--- src/design/cawf_pkg.sv ---
// Shared types and operation codes for the 8-bit CPU ALU with flags.
// Depends on nothing; used by cawf_alu and cpu_alu_with_flags_unit.
package cawf_pkg;

   // Operation codes
   localparam logic [4:0] OP_ADD   = 5'd0;
   localparam logic [4:0] OP_ADC   = 5'd1;
   localparam logic [4:0] OP_SUB   = 5'd2;
   localparam logic [4:0] OP_SBC   = 5'd3;
   localparam logic [4:0] OP_AND   = 5'd4;
   localparam logic [4:0] OP_XOR   = 5'd5;
   localparam logic [4:0] OP_OR    = 5'd6;
   localparam logic [4:0] OP_CP    = 5'd7;
   localparam logic [4:0] OP_INC   = 5'd8;
   localparam logic [4:0] OP_DEC   = 5'd9;
   localparam logic [4:0] OP_INC16 = 5'd10;
   localparam logic [4:0] OP_DEC16 = 5'd11;
   localparam logic [4:0] OP_ADDHL = 5'd12;
   localparam logic [4:0] OP_ADDSP = 5'd13;
   localparam logic [4:0] OP_DAA   = 5'd14;
   localparam logic [4:0] OP_CPL   = 5'd15;
   localparam logic [4:0] OP_SCF   = 5'd16;
   localparam logic [4:0] OP_CCF   = 5'd17;
   localparam logic [4:0] OP_RLC   = 5'd18;
   localparam logic [4:0] OP_RRC   = 5'd19;
   localparam logic [4:0] OP_RL    = 5'd20;
   localparam logic [4:0] OP_RR    = 5'd21;
   localparam logic [4:0] OP_SLA   = 5'd22;
   localparam logic [4:0] OP_SRA   = 5'd23;
   localparam logic [4:0] OP_SRL   = 5'd24;
   localparam logic [4:0] OP_SWAP  = 5'd25;
   localparam logic [4:0] OP_BIT   = 5'd26;
   localparam logic [4:0] OP_RES   = 5'd27;
   localparam logic [4:0] OP_SET   = 5'd28;

   // Decimal adjust corrections
   localparam logic [7:0] DAA_HIGH = 8'h60;
   localparam logic [7:0] DAA_LOW  = 8'h06;
   localparam logic [7:0] BCD_MAX  = 8'h99;
   localparam logic [3:0] DIGIT_MAX = 4'd9;

   typedef struct packed {
      logic z;
      logic n;
      logic h;
      logic c;
   } flags_type;

   typedef struct packed {
      logic [4:0]  opcode;
      logic [7:0]  acc_value;
      logic [7:0]  operand_byte;
      logic [2:0]  bit_index;
      logic [15:0] wide_left;
      logic [15:0] wide_right;
   } req_type;

   typedef struct packed {
      logic [7:0]  result_byte;
      logic [15:0] result_word;
      logic        flag_z;
      logic        flag_n;
      logic        flag_h;
      logic        flag_c;
   } rsp_type;

endpackage

--- src/design/cawf_alu.sv ---
// Combinational ALU datapath: one request plus the current flags in,
// one response and the next flags out. Depends on cawf_pkg.
module cawf_alu (
   input  cawf_pkg::req_type   req,
   input  cawf_pkg::flags_type flags,
   output cawf_pkg::rsp_type   rsp,
   output cawf_pkg::flags_type flags_next
);
   import cawf_pkg::*;

   always_comb begin
      logic [7:0]  a;
      logic [7:0]  b;
      logic        cin;
      logic [8:0]  sum9;
      logic [4:0]  nib5;
      logic [16:0] sum17;
      logic [12:0] sum13;
      logic [7:0]  corr;
      logic [7:0]  mask;
      logic [7:0]  r;
      logic [15:0] w;
      flags_type   f;

      a    = req.acc_value;
      b    = req.operand_byte;
      cin  = 1'b0;
      sum9 = '0;
      nib5 = '0;
      sum17 = '0;
      sum13 = '0;
      corr = '0;
      mask = 8'd1 << req.bit_index;
      r    = a;
      w    = '0;
      f    = flags;

      unique case (req.opcode) inside
         OP_ADD, OP_ADC: begin
            cin  = (req.opcode == OP_ADC) ? flags.c : 1'b0;
            sum9 = {1'b0, a} + {1'b0, b} + {8'd0, cin};
            nib5 = {1'b0, a[3:0]} + {1'b0, b[3:0]} + {4'd0, cin};
            r    = sum9[7:0];
            f    = '{z: (r == 8'd0), n: 1'b0, h: nib5[4], c: sum9[8]};
         end
         OP_SUB, OP_SBC, OP_CP: begin
            cin  = (req.opcode == OP_SBC) ? flags.c : 1'b0;
            sum9 = {1'b0, a} - {1'b0, b} - {8'd0, cin};
            nib5 = {1'b0, a[3:0]} - {1'b0, b[3:0]} - {4'd0, cin};
            f    = '{z: (sum9[7:0] == 8'd0), n: 1'b1, h: nib5[4], c: sum9[8]};
            r    = (req.opcode == OP_CP) ? a : sum9[7:0];
         end
         OP_AND: begin
            r = a & b;
            f = '{z: (r == 8'd0), n: 1'b0, h: 1'b1, c: 1'b0};
         end
         OP_XOR: begin
            r = a ^ b;
            f = '{z: (r == 8'd0), n: 1'b0, h: 1'b0, c: 1'b0};
         end
         OP_OR: begin
            r = a | b;
            f = '{z: (r == 8'd0), n: 1'b0, h: 1'b0, c: 1'b0};
         end
         OP_INC: begin
            r = a + 8'd1;
            f = '{z: (r == 8'd0), n: 1'b0, h: (a[3:0] == 4'hF), c: flags.c};
         end
         OP_DEC: begin
            r = a - 8'd1;
            f = '{z: (r == 8'd0), n: 1'b1, h: (a[3:0] == 4'h0), c: flags.c};
         end
         OP_INC16: w = req.wide_left + 16'd1;
         OP_DEC16: w = req.wide_left - 16'd1;
         OP_ADDHL: begin
            sum17 = {1'b0, req.wide_left} + {1'b0, req.wide_right};
            sum13 = {1'b0, req.wide_left[11:0]} + {1'b0, req.wide_right[11:0]};
            w     = sum17[15:0];
            f     = '{z: flags.z, n: 1'b0, h: sum13[12], c: sum17[16]};
         end
         OP_ADDSP: begin
            w    = req.wide_left + {{8{b[7]}}, b};
            sum9 = {1'b0, req.wide_left[7:0]} + {1'b0, b};
            nib5 = {1'b0, req.wide_left[3:0]} + {1'b0, b[3:0]};
            f    = '{z: 1'b0, n: 1'b0, h: nib5[4], c: sum9[8]};
         end
         OP_DAA: begin
            if (!flags.n) begin
               // After an add: decide both corrections from the original value
               if (flags.c || (a > BCD_MAX)) begin
                  corr = corr | DAA_HIGH;
               end
               if (flags.h || (a[3:0] > DIGIT_MAX)) begin
                  corr = corr | DAA_LOW;
               end
               r = a + corr;
               f = '{z: (r == 8'd0), n: 1'b0, h: 1'b0,
                     c: (flags.c || (a > BCD_MAX))};
            end else begin
               if (flags.c) begin
                  corr = corr | DAA_HIGH;
               end
               if (flags.h) begin
                  corr = corr | DAA_LOW;
               end
               r = a - corr;
               f = '{z: (r == 8'd0), n: 1'b1, h: 1'b0, c: flags.c};
            end
         end
         OP_CPL: begin
            r = ~a;
            f = '{z: flags.z, n: 1'b1, h: 1'b1, c: flags.c};
         end
         OP_SCF: f = '{z: flags.z, n: 1'b0, h: 1'b0, c: 1'b1};
         OP_CCF: f = '{z: flags.z, n: 1'b0, h: 1'b0, c: ~flags.c};
         OP_RLC: begin
            r = {a[6:0], a[7]};
            f = '{z: (r == 8'd0), n: 1'b0, h: 1'b0, c: a[7]};
         end
         OP_RRC: begin
            r = {a[0], a[7:1]};
            f = '{z: (r == 8'd0), n: 1'b0, h: 1'b0, c: a[0]};
         end
         OP_RL: begin
            r = {a[6:0], flags.c};
            f = '{z: (r == 8'd0), n: 1'b0, h: 1'b0, c: a[7]};
         end
         OP_RR: begin
            r = {flags.c, a[7:1]};
            f = '{z: (r == 8'd0), n: 1'b0, h: 1'b0, c: a[0]};
         end
         OP_SLA: begin
            r = {a[6:0], 1'b0};
            f = '{z: (r == 8'd0), n: 1'b0, h: 1'b0, c: a[7]};
         end
         OP_SRA: begin
            r = {a[7], a[7:1]};
            f = '{z: (r == 8'd0), n: 1'b0, h: 1'b0, c: a[0]};
         end
         OP_SRL: begin
            r = {1'b0, a[7:1]};
            f = '{z: (r == 8'd0), n: 1'b0, h: 1'b0, c: a[0]};
         end
         OP_SWAP: begin
            r = {a[3:0], a[7:4]};
            f = '{z: (r == 8'd0), n: 1'b0, h: 1'b0, c: 1'b0};
         end
         OP_BIT: f = '{z: ((a & mask) == 8'd0), n: 1'b0, h: 1'b1, c: flags.c};
         OP_RES: r = a & ~mask;
         OP_SET: r = a | mask;
         default: begin
            // unused codes: pass the register through, keep the flags
            r = a;
         end
      endcase

      flags_next      = f;
      rsp.result_byte = r;
      rsp.result_word = w;
      rsp.flag_z      = f.z;
      rsp.flag_n      = f.n;
      rsp.flag_h      = f.h;
      rsp.flag_c      = f.c;
   end

endmodule

--- src/design/cpu_alu_with_flags_unit.sv ---
// A response becomes valid after its request passes the input register, then
// the result register. Throughput: one request per cycle while rsp_ready is high.
// The flag loop is one ALU pass: flags update as a request moves into the
// result register, so the next request sees them. Reset (synchronous, high)
// clears Z, N, H, C and empties both register stages.
// Depends on cawf_pkg and cawf_alu.
module cpu_alu_with_flags_unit (
   input  logic              clock,
   input  logic              reset,
   input  logic              req_valid,
   output logic              req_ready,
   input  cawf_pkg::req_type req_payload,
   output logic              rsp_valid,
   input  logic              rsp_ready,
   output cawf_pkg::rsp_type rsp_payload
);
   import cawf_pkg::*;

   // Input register stage
   logic      in_valid_ff;
   logic      in_valid_in;
   req_type   in_req_ff;
   // Result register stage
   logic      out_valid_ff;
   logic      out_valid_in;
   rsp_type   out_rsp_ff;
   // Persistent flags
   flags_type flags_ff;
   flags_type flags_in;

   rsp_type   alu_rsp;
   flags_type alu_flags;
   logic      advance;

   cawf_alu u_alu (
      .req        (in_req_ff),
      .flags      (flags_ff),
      .rsp        (alu_rsp),
      .flags_next (alu_flags)
   );

   // Advance the held request into the result register when that slot frees up
   assign advance   = in_valid_ff && (!out_valid_ff || rsp_ready);
   // Take a new request whenever the input register empties this cycle
   assign req_ready = !in_valid_ff || advance;

   assign in_valid_in  = (req_valid && req_ready) || (in_valid_ff && !advance);
   assign out_valid_in = advance || (out_valid_ff && !rsp_ready);
   // Commit flags only when the request they belong to advances
   assign flags_in     = advance ? alu_flags : flags_ff;

   always_ff @(posedge clock) begin
      if (reset) begin
         in_valid_ff  <= 1'b0;
         out_valid_ff <= 1'b0;
         flags_ff     <= '0;
      end else begin
         in_valid_ff  <= in_valid_in;
         out_valid_ff <= out_valid_in;
         flags_ff     <= flags_in;
      end
   end

   // Payload registers: load on handshake, hold otherwise
   always_ff @(posedge clock) begin
      if (req_valid && req_ready) begin
         in_req_ff <= req_payload;
      end
      if (advance) begin
         out_rsp_ff <= alu_rsp;
      end
   end

   assign rsp_valid   = out_valid_ff;
   assign rsp_payload = out_rsp_ff;

endmodule
--- config.mk ---
export PLATFORM = sky130hd
export DESIGN_NAME = cpu_alu_with_flags_unit
export DESIGN_NICKNAME = d
export VERILOG_FILES = /design/src/design/cawf_pkg.sv /design/src/design/cawf_alu.sv /design/src/design/cpu_alu_with_flags_unit.sv
export SDC_FILE = /design/constraint.sdc
export NUM_CORES = 1
export LEC_CHECK = 0
export ABC_CLOCK_PERIOD_IN_PS = 14600
export BUFFER_PORTS_ARGS = -buffer_cell sky130_fd_sc_hd__buf_4
export CORE_UTILIZATION = 45
export CTS_CLUSTER_SIZE = 30
export DETAILED_ROUTE_END_ITERATION = 7
export PLACE_DENSITY_LB_ADDON = 0.08
export SLEW_MARGIN = 20
export SYNTH_ARGS = -nofsm -noshare
export SYNTH_HDL_FRONTEND = slang
export SYNTH_HIERARCHICAL = 1
export SYNTH_SLANG_ARGS = --single-unit
--- constraint.sdc ---
create_clock -name clock -period 14.6 [get_ports clock]
set_input_delay 4.38 -clock clock [delete_from_list [all_inputs] [get_ports clock]]
set_output_delay 4.38 -clock clock [all_outputs]
set_load 0.005 [all_outputs]
==> qor.csv <==
metric,value,unit
Filler cells,1640,
cell area after synthesis,0.007989,mm^2
Setup WS post-layout,5.287,ns
Worst Path Required,10.22,ns
drt drc,0,
nets,1080,
fmax,107.4,MHz
Antenna Cells,0,
"Core Util, Final",52.92,%
"Slew Viols, Final",0,
largest cells by area after synthesis,"edfxtp_1, ha_1, nor2_1, xnor2_1, a21oi_1",
CTS tree,yes,
Synth Register Bits,90,
slew margin rel.,30.16,%
cells after synthesis,867,
total negative setup slack,0,ns
GRT Overall Usage,30.98,%
P_int,526.3,uW
gr ovfl total,0,
clock network fraction of total power,31.1,%
"Seq/Total Area, Yosys",33.08,%
M1 WL,12720,um
async set-or-reset flop fraction in the synthesized netlist,0,%
global placement routability congestion,0.9366,
period utilisation layout,63.79,%
status,"finished, final reports clean",
endpoints failing setup,0,
number of cell rows,48,
final hold viol count,0,
Power Dens Cells,85.62,mW/mm^2
multi-input logic area,0.004990,mm^2
Net Sw Power,257.3,uW
postcts setup bufs,0,
Syn Nets,1015,
post-CTS resize count,0,
# IOs,90,
worst-path maximum fanout,4,
Max Cap Viol,0,
DR WL/cell,24.03,um
# hold bufs at CTS,0,
Total Wirelength,27920,um
layout cells sized above 1,15.05,%
vias in the first global route,7153,
DP Wirelength,20870,um
pre-CTS setup slack,5.294,ns
slew at the pin closest to its max-slew limit,1.040,ns
worst hold path type,register to register,
syn_area_per_cell,9.214,um^2
post-synth top area share,31.57,%
Unique masters post-synth,83,
largest area contributor in the netlist,edfxtp_1,
combinational power share,28.7,%
unrepaired setup endpoints after global routing,false,
Iteration-0 DRC Markers,878,
Main synth FF type,edfxtp_1,
clock latency on the worst-skew pair,0.35,ns
maximum clock path buffer count,2,
clk sinks,90,
largest net degree at the start of global routing,57,
Area Overhead vs Synth,14.57,%
clock skew,0.01260,ns
Die ar.,0.01829,mm^2
YS warnings,6,
Max IR drop VDD,0.06284,mV
first-pass GRT wire length,42100,um
met2 wire len,12260,um
antenna violations before repair,0,
DR WL met3,2254,um
vias,7525,
CTS Buf Count,9,
total core area,0.01730,mm^2
sequential power share,40.2,%
Critical Path AT,4.93,ns
Tmin final,9.313,ns
Antenna Violating Nets Remaining,0,
initial core utilization,46.19,%
Die Y,135.2,um
Clock H-tree levels,3,
FF/Latch Area,0.002643,mm^2
switch share,32.84,%
First-pass DRT Iterations,6,
Root Driver,clkbuf_16,
via/cell ratio,6.476,
startpoint types,primary input,
Horiz. Die Dim,135.2,um
Leak Pwr,3.549,nW
top sig layer,met4,
crit end category,primary output,
kind of critical path,primary input to primary output,
IO buf count,89,
Clock transition at path regs,0.07,ns
Post-synth EDFFs,84,
[power by group through the flow]
stage	clock, mW	sequential (mW)	combinational (mW)
2_1_floorplan	0	0.315	0.148
3_3_place_gp	0	0.320	0.212
3_5_place_dp	0	0.321	0.217
4_1_cts	0.250	0.315	0.218
5_1_grt	0.257	0.317	0.243
6_report	0.244	0.315	0.225
[path summary, 6_finish.rpt]
check             cells past startpoint         endpoint           from  slack (ns)
setup / recovery                      4        req_ready      rsp_ready        5.29
hold / removal                        2      flags_ff[3]    flags_ff[3]        0.49
setup reg to reg                     12  rsp_payload[18]  in_req_ff[51]        9.80
hold reg to reg                       2      flags_ff[3]    flags_ff[3]        0.49
[layout by cell type (no fill, tap or decap), drive strengths merged, types with 21 or more instances in the layout]
cell and count:
xnor2 33, ha 80, nor2 85, buf 103, nor3 27, a21oi 55, inv 39, edfxtp 84
nand3 21, nand2 51, o21ai 50
[synth_stat cells, drive strengths merged, types with 5 or more instances]
cell type / number
a31oi: 10
a221oi: 10
a2111oi: 5
mux2i: 11
a21o: 12
xor2: 19
nand4: 13
nor3: 27
a21oi: 55
o31ai: 5
a211oi: 6
xnor2: 33
nor3b: 10
nor4: 9
nand2: 51
clkbuf: 24
dfxtp: 6
inv: 37
fa: 8
o21a: 7
or4: 8
nand3b: 6
nor2b: 14
edfxtp: 84
o21ai: 50
nand3: 21
nor2: 85
o221ai: 8
o22ai: 20
o211ai: 5
ha: 80
nand2b: 18
buf: 25
a22o: 8
and3: 5
[critical path, cell delays in order]
cell and delay, ns:
buf_4 0.12, nor2b_4 0.19, nand2_1 0.10, buf_4 0.15
[stage by stage]
| stage | cells | total power [mW] | hold WS (ns) | instance area, um^2 |
|---|---|---|---|---|
| global placement | 1145 | 0.5322 | 0.4596 | 8822 |
| finish | 1162 | 0.7837 | 0.4924 | 9153 |
| floorplan | 867 | 0.4623 | 0.4476 | 7989 |
| detailed placement | 1145 | 0.5376 | 0.4817 | 8822 |
| global route | 1162 | 0.8167 | 0.5194 | 9153 |
| CTS | 1161 | 0.7830 | 0.4936 | 9125 |
[state kept, by name (all words and copies together) (netlist names)]
signal / count
flags_ff: 4
in_req_ff: 56
in_valid_ff: 1
rsp_payload: 28
rsp_valid: 1
[kinds of logic after synthesis]
group                    share of synthesized area [%]
adder cells (fa/ha/maj)                          14.53
multiplexers                                     2.083
flip-flops                                       33.08
AND/OR/NAND/NOR                                  18.09
XOR/XNOR                                         5.701
AO/OA/AOI/OAI                                    21.85
buffers and inverters                            4.667
[per-layer routing]
layer	global-route usage, %	up-vias
li1	-	3420
met1	44.60	3630
met2	46.78	406
met3	5.948	69
met4	9.238	0
met5	0	-
[cell type report]
type / count / share of cell area (%)
clock inverters: 6 / 0.8066
clock buffers: 10 / 2.502
multi-input cells: 690 / 54.52
inverters: 38 / 1.558
flip-flops and latches: 90 / 28.87
well taps: 225 / 3.076
repair buffers: 103 / 8.667
(Power assumes the default switching activity.)
